[config.mk]
export PLATFORM = sky130hd
export DESIGN_NAME = hbridge_reversal_deadtime_control
export DESIGN_NICKNAME = d
export VERILOG_FILES = /design/src/hdl/hbrdt_pkg.sv /design/src/hdl/hbridge_reversal_deadtime_control.sv /design/src/hdl/hbrdt_step.sv
export SDC_FILE = /design/constraint.sdc
export NUM_CORES = 1
export LEC_CHECK = 0
export ABC_AREA = 1
export BUFFER_PORTS_ARGS = -buffer_cell sky130_fd_sc_hd__buf_2
export CORE_UTILIZATION = 60
export DETAILED_ROUTE_END_ITERATION = 10
export PLACE_DENSITY = 0.78
export SYNTH_ARGS = -nofsm -noshare
export SYNTH_HDL_FRONTEND = slang
export SYNTH_SLANG_ARGS = --single-unit
[constraint.sdc]
create_clock -name clock -period 10.4 [get_ports clock]
set_clock_uncertainty 0.15 [all_clocks]
set_input_delay 1.56 -clock clock [delete_from_list [all_inputs] [get_ports clock]]
set_output_delay 1.56 -clock clock [all_outputs]
set_load 0.01 [all_outputs]
[src/hdl/hbrdt_pkg.sv]
// ----------------------------------------------------------------------------
// hbrdt_pkg
// Shared types and codes for the H-bridge reversal dead-time controller.
// ----------------------------------------------------------------------------
package hbrdt_pkg;

   localparam int unsigned DIR_W    = 2;
   localparam int unsigned MOTION_W = 3;
   localparam int unsigned TIME_W   = 32;
   localparam int unsigned DEAD_W   = 16;
   localparam int unsigned DUTY_W   = 8;
   localparam int unsigned CSR_AW   = 2;
   localparam int unsigned CSR_DW   = 16;

   localparam logic [1:0] OP_TICK = 2'd0;
   localparam logic [1:0] OP_RUN  = 2'd1;
   localparam logic [1:0] OP_STOP = 2'd2;
   localparam logic [1:0] OP_NOP  = 2'd3;

   localparam logic [CSR_AW-1:0] CSR_DEAD_TIME   = 2'd0;
   localparam logic [CSR_AW-1:0] CSR_DRIVE_DUTY  = 2'd1;
   localparam logic [CSR_AW-1:0] CSR_LEFT_INV    = 2'd2;
   localparam logic [CSR_AW-1:0] CSR_RIGHT_INV   = 2'd3;

   localparam logic [DEAD_W-1:0] DEAD_TIME_RESET = 16'd100;
   localparam logic [DUTY_W-1:0] DRIVE_DUTY_RESET = 8'd200;

   localparam logic [DIR_W-1:0]    DIR_OFF     = 2'b00;
   localparam logic [DIR_W-1:0]    DIR_FWD     = 2'b01;
   localparam logic [DIR_W-1:0]    DIR_REV     = 2'b11;
   localparam logic [MOTION_W-1:0] MOTION_IDLE = 3'd0;

   typedef struct packed {
      logic [DEAD_W-1:0] dead_time_ms;
      logic [DUTY_W-1:0] drive_duty;
      logic              left_inverted;
      logic              right_inverted;
   } cfg_type;

   typedef struct packed {
      logic [1:0]          opcode;
      logic [MOTION_W-1:0] requested_motion;
      logic [DIR_W-1:0]    left_dir;
      logic [DIR_W-1:0]    right_dir;
      logic [TIME_W-1:0]   now_ms;
   } item_type;

   typedef struct packed {
      logic [MOTION_W-1:0] applied_motion;
      logic [DIR_W-1:0]    cur_left_dir;
      logic [DIR_W-1:0]    cur_right_dir;
      logic [MOTION_W-1:0] held_motion;
      logic [DIR_W-1:0]    held_left_dir;
      logic [DIR_W-1:0]    held_right_dir;
      logic                pending_flag;
      logic                guard_flag;
      logic [TIME_W-1:0]   stop_time;
      logic [TIME_W-1:0]   reversal_start_time;
   } state_type;

   typedef struct packed {
      logic                reversal_pending;
      logic [MOTION_W-1:0] motion_state;
      logic [DIR_W-1:0]    right_drive;
      logic [DIR_W-1:0]    left_drive;
      logic [DUTY_W-1:0]   pwm_duty;
   } result_type;

   // Any pattern other than off or forward is taken as reverse.
   function automatic logic [DIR_W-1:0] norm_dir(input logic [DIR_W-1:0] d);
      logic [DIR_W-1:0] r;
      r = (d == DIR_OFF || d == DIR_FWD) ? d : DIR_REV;
      return r;
   endfunction

endpackage

[src/hdl/hbridge_reversal_deadtime_control.sv]
// ----------------------------------------------------------------------------
// hbridge_reversal_deadtime_control
// Dead-time protected direction control for two H-bridge motor sides.
// ----------------------------------------------------------------------------
// Each beat on req is a tick, a run request, a stop or a no-op, and gives exactly one
// beat on rsp, through the input register and then the result register. A new beat is taken
// every cycle while rsp is not stalled; the rate is one item per cycle, set by the state
// update between the input register and the result register. Configuration
// writes through csr take effect on the next cycle.
module hbridge_reversal_deadtime_control
   import hbrdt_pkg::*;
(
   input  logic                clock,
   input  logic                reset,
   input  logic                req_tvalid,
   output logic                req_tready,
   input  logic [1:0]          req_tuser,   // opcode
   input  logic [39:0]         req_tdata,   // requested_motion, left_dir, right_dir, now_ms, pad
   output logic                rsp_tvalid,
   input  logic                rsp_tready,
   output logic [15:0]         rsp_tdata,   // pwm_duty, left_drive, right_drive,
                                            // motion_state, reversal_pending
   input  logic                csr_we,
   input  logic [CSR_AW-1:0]   csr_addr,
   input  logic [CSR_DW-1:0]   csr_wdata
);

   cfg_type    cfg_ff;
   state_type  state_ff;
   state_type  state_in;
   item_type   item_ff;
   logic       item_valid_ff;
   result_type res_in;
   result_type res_ff;
   logic       res_valid_ff;
   logic       advance;

   assign advance    = item_valid_ff && (!res_valid_ff || rsp_tready);
   assign req_tready = !item_valid_ff || advance;
   assign rsp_tvalid = res_valid_ff;
   assign rsp_tdata  = res_ff;

   always_ff @(posedge clock) begin
      if (reset) begin
         cfg_ff.dead_time_ms   <= DEAD_TIME_RESET;
         cfg_ff.drive_duty     <= DRIVE_DUTY_RESET;
         cfg_ff.left_inverted  <= 1'b0;
         cfg_ff.right_inverted <= 1'b0;
      end else if (csr_we) begin
         unique case (csr_addr)
            CSR_DEAD_TIME:  cfg_ff.dead_time_ms   <= csr_wdata[DEAD_W-1:0];
            CSR_DRIVE_DUTY: cfg_ff.drive_duty     <= csr_wdata[DUTY_W-1:0];
            CSR_LEFT_INV:   cfg_ff.left_inverted  <= csr_wdata[0];
            CSR_RIGHT_INV:  cfg_ff.right_inverted <= csr_wdata[0];
            default: ;
         endcase
      end
   end

   always_ff @(posedge clock) begin
      if (reset) begin
         item_valid_ff <= 1'b0;
      end else if (req_tready) begin
         item_valid_ff <= req_tvalid;
      end
   end

   always_ff @(posedge clock) begin
      if (req_tready && req_tvalid) begin
         item_ff.opcode           <= req_tuser;
         item_ff.requested_motion <= req_tdata[2:0];
         item_ff.left_dir         <= req_tdata[4:3];
         item_ff.right_dir        <= req_tdata[6:5];
         item_ff.now_ms           <= req_tdata[38:7];
      end
   end

   hbrdt_step u_step (
      .cfg  (cfg_ff),
      .cur  (state_ff),
      .item (item_ff),
      .nxt  (state_in),
      .res  (res_in)
   );

   always_ff @(posedge clock) begin
      if (reset) begin
         state_ff <= '0;
      end else if (advance) begin
         state_ff <= state_in;
      end
   end

   always_ff @(posedge clock) begin
      if (reset) begin
         res_valid_ff <= 1'b0;
      end else if (advance) begin
         res_valid_ff <= 1'b1;
      end else if (rsp_tready) begin
         res_valid_ff <= 1'b0;
      end
   end

   always_ff @(posedge clock) begin
      if (advance) begin
         res_ff <= res_in;
      end
   end

   a_pending_coasts: assert property (@(posedge clock) disable iff (reset)
      state_ff.pending_flag |-> state_ff.applied_motion == MOTION_IDLE)
      else $error("held reversal while a motion is applied");

   a_guard_excl: assert property (@(posedge clock) disable iff (reset)
      !(state_ff.pending_flag && state_ff.guard_flag))
      else $error("guard and held reversal both set");

   a_pending_zero_duty: assert property (@(posedge clock) disable iff (reset)
      res_valid_ff && res_ff.reversal_pending |-> res_ff.pwm_duty == '0)
      else $error("duty driven during a held reversal");

endmodule

[src/hdl/hbrdt_step.sv]
// ----------------------------------------------------------------------------
// hbrdt_step
// Next-state and result logic for one item of the reversal controller.
// ----------------------------------------------------------------------------
module hbrdt_step
   import hbrdt_pkg::*;
(
   input  cfg_type    cfg,
   input  state_type  cur,
   input  item_type   item,
   output state_type  nxt,
   output result_type res
);

   logic [DIR_W-1:0] l_dir;
   logic [DIR_W-1:0] r_dir;
   logic [TIME_W-1:0] since_stop;
   logic [TIME_W-1:0] since_rev;
   logic guard_done;
   logic rev_done;
   logic guard_keep;
   logic [DIR_W-1:0] kl_dir;
   logic [DIR_W-1:0] kr_dir;
   logic reverses;
   logic active;
   logic is_stop;
   logic on;
   logic [DIR_W-1:0] pl_dir;
   logic [DIR_W-1:0] pr_dir;

   assign l_dir      = norm_dir(item.left_dir);
   assign r_dir      = norm_dir(item.right_dir);
   assign since_stop = item.now_ms - cur.stop_time;
   assign since_rev  = item.now_ms - cur.reversal_start_time;
   assign guard_done = cur.guard_flag &&
                       (since_stop >= {{(TIME_W-DEAD_W){1'b0}}, cfg.dead_time_ms});
   assign rev_done   = since_rev >= {{(TIME_W-DEAD_W){1'b0}}, cfg.dead_time_ms};
   assign guard_keep = cur.guard_flag && !guard_done;
   assign kl_dir     = guard_done ? DIR_OFF : cur.cur_left_dir;
   assign kr_dir     = guard_done ? DIR_OFF : cur.cur_right_dir;
   assign reverses   = (kl_dir != DIR_OFF && l_dir != kl_dir) ||
                       (kr_dir != DIR_OFF && r_dir != kr_dir);
   assign active     = cur.applied_motion != MOTION_IDLE || cur.pending_flag;
   assign is_stop    = item.opcode == OP_STOP ||
                       (item.opcode == OP_RUN && item.requested_motion == MOTION_IDLE);

   always_comb begin
      nxt = cur;
      if (is_stop) begin
         if (active && (cur.cur_left_dir != DIR_OFF || cur.cur_right_dir != DIR_OFF)) begin
            nxt.stop_time  = item.now_ms;
            nxt.guard_flag = 1'b1;
         end
         nxt.pending_flag   = 1'b0;
         nxt.held_motion    = MOTION_IDLE;
         nxt.held_left_dir  = DIR_OFF;
         nxt.held_right_dir = DIR_OFF;
         nxt.applied_motion = MOTION_IDLE;
      end else if (item.opcode == OP_RUN) begin
         nxt.cur_left_dir  = kl_dir;
         nxt.cur_right_dir = kr_dir;
         nxt.guard_flag    = 1'b0;
         if (!reverses) begin
            nxt.cur_left_dir   = l_dir;
            nxt.cur_right_dir  = r_dir;
            nxt.pending_flag   = 1'b0;
            nxt.held_motion    = MOTION_IDLE;
            nxt.held_left_dir  = DIR_OFF;
            nxt.held_right_dir = DIR_OFF;
            nxt.applied_motion = item.requested_motion;
         end else begin
            nxt.applied_motion = MOTION_IDLE;
            if (!cur.pending_flag) begin
               nxt.reversal_start_time = guard_keep ? cur.stop_time : item.now_ms;
            end
            nxt.held_motion    = item.requested_motion;
            nxt.held_left_dir  = l_dir;
            nxt.held_right_dir = r_dir;
            nxt.pending_flag   = 1'b1;
         end
      end else if (item.opcode == OP_TICK) begin
         if (cur.pending_flag && rev_done) begin
            nxt.cur_left_dir   = cur.held_left_dir;
            nxt.cur_right_dir  = cur.held_right_dir;
            nxt.guard_flag     = 1'b0;
            nxt.pending_flag   = 1'b0;
            nxt.held_motion    = MOTION_IDLE;
            nxt.held_left_dir  = DIR_OFF;
            nxt.held_right_dir = DIR_OFF;
            nxt.applied_motion = cur.held_motion;
         end
      end
   end

   assign on     = nxt.applied_motion != MOTION_IDLE;
   assign pl_dir = cfg.left_inverted  ? DIR_W'(2'b00 - nxt.cur_left_dir)  : nxt.cur_left_dir;
   assign pr_dir = cfg.right_inverted ? DIR_W'(2'b00 - nxt.cur_right_dir) : nxt.cur_right_dir;

   always_comb begin
      res.pwm_duty         = on ? cfg.drive_duty : '0;
      res.left_drive       = on ? pl_dir : DIR_OFF;
      res.right_drive      = on ? pr_dir : DIR_OFF;
      res.motion_state     = nxt.applied_motion;
      res.reversal_pending = nxt.pending_flag;
   end

endmodule

======== After elaboration in Yosys (flattened, before gate mapping) ========
Cells that the tools add are included.
word-level totals
  register bits after elaboration ......... 165
  word-level logic and storage cells ...... 105
operators by class
  add/subtract/negate cells ............... 4
  magnitude comparators ................... 2
  equal/unequal tests ..................... 10
  multiplexer cells ....................... 19
  bitwise operators ....................... 2
  reductions and logical operators ........ 42
operator list
  kind                                                                    count
  32-bit by 16-bit >= comparator with 1-bit output                        2
  32-bit subtractor                                                       2
  16-bit 2-to-1 mux                                                       3
  33-bit 2-to-1 mux                                                       1
  32-bit 2-to-1 mux                                                       1
  2-bit 2-to-1 mux                                                        6
  3-bit nonzero test                                                      4
  2-bit nonzero test                                                      5
  1-bit logical AND                                                       9
  9-bit 2-to-1 mux                                                        1
  2-bit by 1-bit equality test with 1-bit output (second input constant)  4
  2-bit logical NOT                                                       4
  1-bit logical OR                                                        8
  4-bit 2-to-1 mux                                                        2
  8-bit 2-to-1 mux                                                        1
  2-bit AND reduction                                                     4
  2-bit equality test (second input constant)                             3
  3-bit 2-to-1 mux                                                        2
  3-bit AND reduction                                                     2
  5-bit AND reduction                                                     1
  2-bit inequality test                                                   2
  4-bit AND reduction                                                     1
  1-bit by 2-bit subtractor with 2-bit output (first input constant)      2
  1-bit logical NOT                                                       3
  other kinds (4)                                                         6

======== Logic depth before layout (Yosys ltp) ========
  word-level depth ........................ 12
  gate-level depth with buffers ........... 35
  depth with buffers taken out ............ 35

======== Hierarchy ========
From an unflattened synthesis, not the netlist that was laid out.
second synthesis, totals
  cell total of the unflattened synthesis .. 2177
  area, all modules ....................... 13531.7 um^2
by module, submodules not included
  module                             instances  cells each  area an instance (um^2)  sequential area each (um^2)
  hbrdt_step                         1          1422        7109.3                   0.0
  hbridge_reversal_deadtime_control  1          755         6422.4                   3873.7

======== Least setup slack after synthesis ========
OpenSTA, ideal clock, no wires.
  path type ............................... register -> register
  start point ............................. register item_ff[0] (netlist bit)
  end point ............................... register res_ff, in the netlist rsp_tdata[0], data pin
  setup time .............................. 0.254 ns
  arrival time ............................ 3.533 ns
  slack ................................... 6.463 ns
  stages on the path, launching flop included .. 30
  buffers on the path ..................... 1
  clock period less this slack ............ 3.937 ns
  cells stage by stage .................... edfxtp_1 inv_1 ha_1 inv_1 fa_1 nand3_1 nand2_1 nand2_1 nand2_1 nand2_1 nand2_1 a21o_1 xor2_1 ha_1 a21oi_1 o21ai_0 nand3b_1 nor2_1 nand3_1 nor2_1 nand4_2 nand3_1 buf_4 nand2_1 o211ai_1 nand2_2 nor2_1 nand2_2 inv_2 nor2_1
RTL lines
  what                  RTL line                                  RTL
  from (decl)           hbridge_reversal_deadtime_control.sv:31   item_type item_ff;
  to (signal assigned)  hbridge_reversal_deadtime_control.sv:106  res_ff <= res_in;
  to (decl)             hbridge_reversal_deadtime_control.sv:34   result_type res_ff;

======== Worst setup path in the final report ========
  start point ............................. register item_ff[3] (netlist bit)
  end point ............................... register state_ff[1] (netlist bit)
on the way
  word-level cells in the longest chain between the ends .. 8
  elaborated cells on any way between the ends .. 16
ends and longest elaborated chain
  what                                                  RTL line                                 RTL
  32-bit subtractor (*)                                 hbrdt_step.sv:33                         assign since_stop = item.now_ms - cur.stop_time;
  32-bit by 16-bit >= comparator with 1-bit output (*)  hbrdt_step.sv:36                         (since_stop >= {{(TIME_W-DEAD_W){1'b0}}, cfg.dead_time_ms});
  1-bit logical AND (*)                                 hbrdt_step.sv:35                         assign guard_done = cur.guard_flag &&
  2-bit 2-to-1 mux (on tied branches)                   hbrdt_step.sv:39, hbrdt_step.sv:40
  2-bit inequality test (tied with other cells)         hbrdt_step.sv:41                         assign reverses = (kl_dir != DIR_OFF && l_dir != kl_dir) ||
  1-bit logical AND (on tied branches)                  hbrdt_step.sv:41, hbrdt_step.sv:42
  1-bit logical OR                                      hbrdt_step.sv:41
  5-bit AND reduction (no line)                         --
  to (signal assigned)                                  hbridge_reversal_deadtime_control.sv:90  state_ff <= state_in;
  to (decl)                                             hbridge_reversal_deadtime_control.sv:29  state_type state_ff;
Mark *: on every way between the ends. The rest lies on a longest branch, timed or not.
A chain may end at the register's enable or synchronous reset.

==> run summary <==
Cells after DPL: 2045
CTS tree: yes
Reg2Reg Setup Slack: 4.91 ns
cell count after synthesis: 1735
layout cell share with drive strength beyond 1: 0.0853
syn nets: 1896
DRC Markers: 0
VDD IR-drop max: 0.112 mV
Die H: 142 um
worst hold path class: reg2reg
sequential fraction of the synthesis area: 0.329
Hold Crit Depth: 2
Arrival @ worst endpoint: 5.63 ns
top post-synthesis cells by area: dfxtp_1 18%, nand2_1 15%, edfxtp_1 15%
total CTS buffers: 17
max_cap viols: 0
WS Path Type: reg2reg
clk sinks: 165
number of DRC markers in iteration 0: 802
Hold Crit Endpoint: cfg_ff[4]$_SDFFE_PP0P_
Max Slew Vio Count: 0
Power per Cell Area: 137 nW/um^2
initial antenna violation count: 0
Top cell by count, worst path: nand2_1
post-route minimum period: 5.49 ns
Site Rows: 50
leading cell types by count after synthesis: 459 x nand2_1, 303 x inv_1, 176 x a21oi_1
total leakage power: 0.00624 uW
R2R Path Start: item_ff[3]$_DFFE_PP_
compound-cell area share of the yosys netlist: 0.161
Layout area overhead: 9.94%
Fin. Hold Viols: 0
Top Ports: 83
post-synthesis cell type count: 43
port bufs: 81
status: completed
Total GRT Usage: 0.331
Post-DP HPWL: 25.0 mm
setup tns final: 0 ns
hold buffer count at cts: 0
Tightest Pin Transition: 1.05 ns
Setup violations, final: 0
pin count of the biggest net entering global routing: 64
clock buffer depth: 2
Synth Register Bits: 165
Syn Area/Cell: 6.78 um^2
Crit path largest cell delay: 0.57 ns
Final ANT Viol Nets: 0
Crit-path slowest cell: nand3_4
first-pass GRT wire length: 51.6 mm
ant diodes: 0
Final GP Congestion: 0.957
clock root buffer: clkbuf_16
adder-cell share of the synthesized area: 0.103
most numerous cell in the Yosys netlist: nand2_1
Async S/R FF share, synth: 0
Post-Route WL: 32.2 mm
number of synthesis warnings: 0
maximum operating frequency: 182 MHz
initial core utilization: 0.620
CP Capture Type: flop
most common flop cell mapped by yosys: dfxtp_1
clock input transition at the sequential cells of the worst setup and hold paths: 0.07 ns
end of the worst register-to-register path: state_ff[1]$_SDFFE_PP0P_
main combinational cell family by area after synthesis: simple AND/OR/NAND/NOR gates
crit path max fanout: 63
worst hold start: cfg_ff[4]$_SDFFE_PP0P_
CTS-repair resized insts: 0
Simple-Gate Fraction of Synth Area: 0.266
# H-tree levels: 4
R2R cell count: 29
vias in the first global route: 10500
core area: 19000 um^2
via count: 11300
Worst slew margin: 0.298
die area: 20200 um^2
Via density: 5.43
unrepaired setup endpoints after global routing: no
Worst setup SP type: flop
Synth Cell Area: 11800 um^2
WL/cell: 15.5 um
Worst Path Required: 10.55 ns
Synth Area in XOR/XNOR: 0.0238
fin cells: 2077
Power Total: 1780 uW
die width: 142 um
Clock Latency Late Sink: 0.44 ns
crit share post-route: 0.528
fin nets: 1965
area share of the largest cell type after synthesis: 0.184
drt pass-1 iters: 5
post-synthesis mux area share: 0.000957
Yosys top cell by area: dfxtp_1
postcts setup bufs: 0
Post-synth EDFFs: 57
total congestion overflow: 0
## through the flow
stage / util / hold WS (ns) / area (um^2) / setup slack [ns]
final: 0.682 / 0.306 / 12900 / 4.91
after global placement: 0.650 / 0.290 / 12300 / 5.25
after CTS: 0.682 / 0.308 / 12900 / 5.08
after floorplan: - / 0.274 / 11800 / 6.46
after global routing: 0.682 / 0.322 / 12900 / 4.58
after detailed placement: 0.650 / 0.299 / 12300 / 5.22
## critical path, delay by kind of cell, from the launching register on
family / cells / cell delay (ns)
AND/OR/NAND/NOR: 20 / 2.78
XOR/XNOR: 1 / 0.19
adder cells (fa/ha/maj): 2 / 0.66
AO/OA/AOI/OAI: 4 / 0.90
buffers and inverters: 2 / 0.16
flip-flops: 1 / 0.46
## report_power, final
group	total [uW]	leakage (uW)	switching [uW]	internal, uW
Clock	669	0.000296	293	376
Combinational	391	0.00451	253	137
Sequential	715	0.00143	18.2	697
## registers in the layout, indices dropped and copies added (netlist names)
register and cells:
state_ff 80, item_ff 41, cfg_ff 26, rsp_tdata 16, item_valid_ff 1, rsp_tvalid 1
## placed cells by master (no fill, tap or decap), types with 7 or more instances in the layout
| cell type | Yosys | routed |
|---|---|---|
| xor2_1 | 29 | 29 |
| edfxtp_1 | 57 | 57 |
| dfxtp_1 | 108 | 108 |
| nor3_1 | 13 | 13 |
| inv_2 | 5 | 7 |
| ha_1 | 94 | 94 |
| nand2_2 | 11 | 11 |
| o21ai_0 | 120 | 120 |
| o21ai_1 | 33 | 33 |
| nand2_1 | 459 | 459 |
| nor2_1 | 115 | 115 |
| nand4_1 | 27 | 27 |
| a21oi_1 | 176 | 176 |
| inv_1 | 303 | 301 |
| o211ai_1 | 11 | 11 |
| buf_2 | 0 | 81 |
| clkbuf_16 | 0 | 18 |
| nand3_1 | 80 | 80 |
## cell type report
cell class                      count  area, um^2
Clock buffer                       19         454
Clock inverter                     13         158
Fill cell                        1702        6030
Inverter                          311        1170
Multi-Input combinational cell   1225        6520
Sequential cell                   165        3870
Tap cell                          260         325
Timing Repair Buffer               84         428
## worst max-delay path by stage
stage / startpoint / to / slack (ns)
floorplan: item_ff[0]$_DFFE_PP_ / rsp_tdata[0]$_SDFFCE_PN0P_ / 6.46
global placement: item_ff[3]$_DFFE_PP_ / state_ff[31]$_SDFFE_PP0P_ / 5.25
global route: item_ff[4]$_DFFE_PP_ / state_ff[25]$_SDFFE_PP0P_ / 4.58
finish: item_ff[3]$_DFFE_PP_ / state_ff[1]$_SDFFE_PP0P_ / 4.91
CTS: item_ff[4]$_DFFE_PP_ / state_ff[0]$_SDFFE_PP0P_ / 5.08
detailed placement: item_ff[4]$_DFFE_PP_ / state_ff[1]$_SDFFE_PP0P_ / 5.22
## metal layers
layer  wire, um  vias to the layer above  global-route usage
met2      15200                      358               0.578
met1      14200                     5096               0.410
met4       1110                        0               0.137
li1           -                     5752                   -
met5          0                        -                   0
met3       1710                       78              0.0427
## cell families (layout without fill, tap and decap cells)
family,after synthesis,after routing
muxes,1,1
AOI/OAI and AO/OA,361,361
DFF,165,165
and+or+nand+nor,735,735
buffers and inverters,345,427
adders and majority gates,96,96
xor gates and xnor gates,32,32
Note: power is estimated with default switching activity, not from simulation.
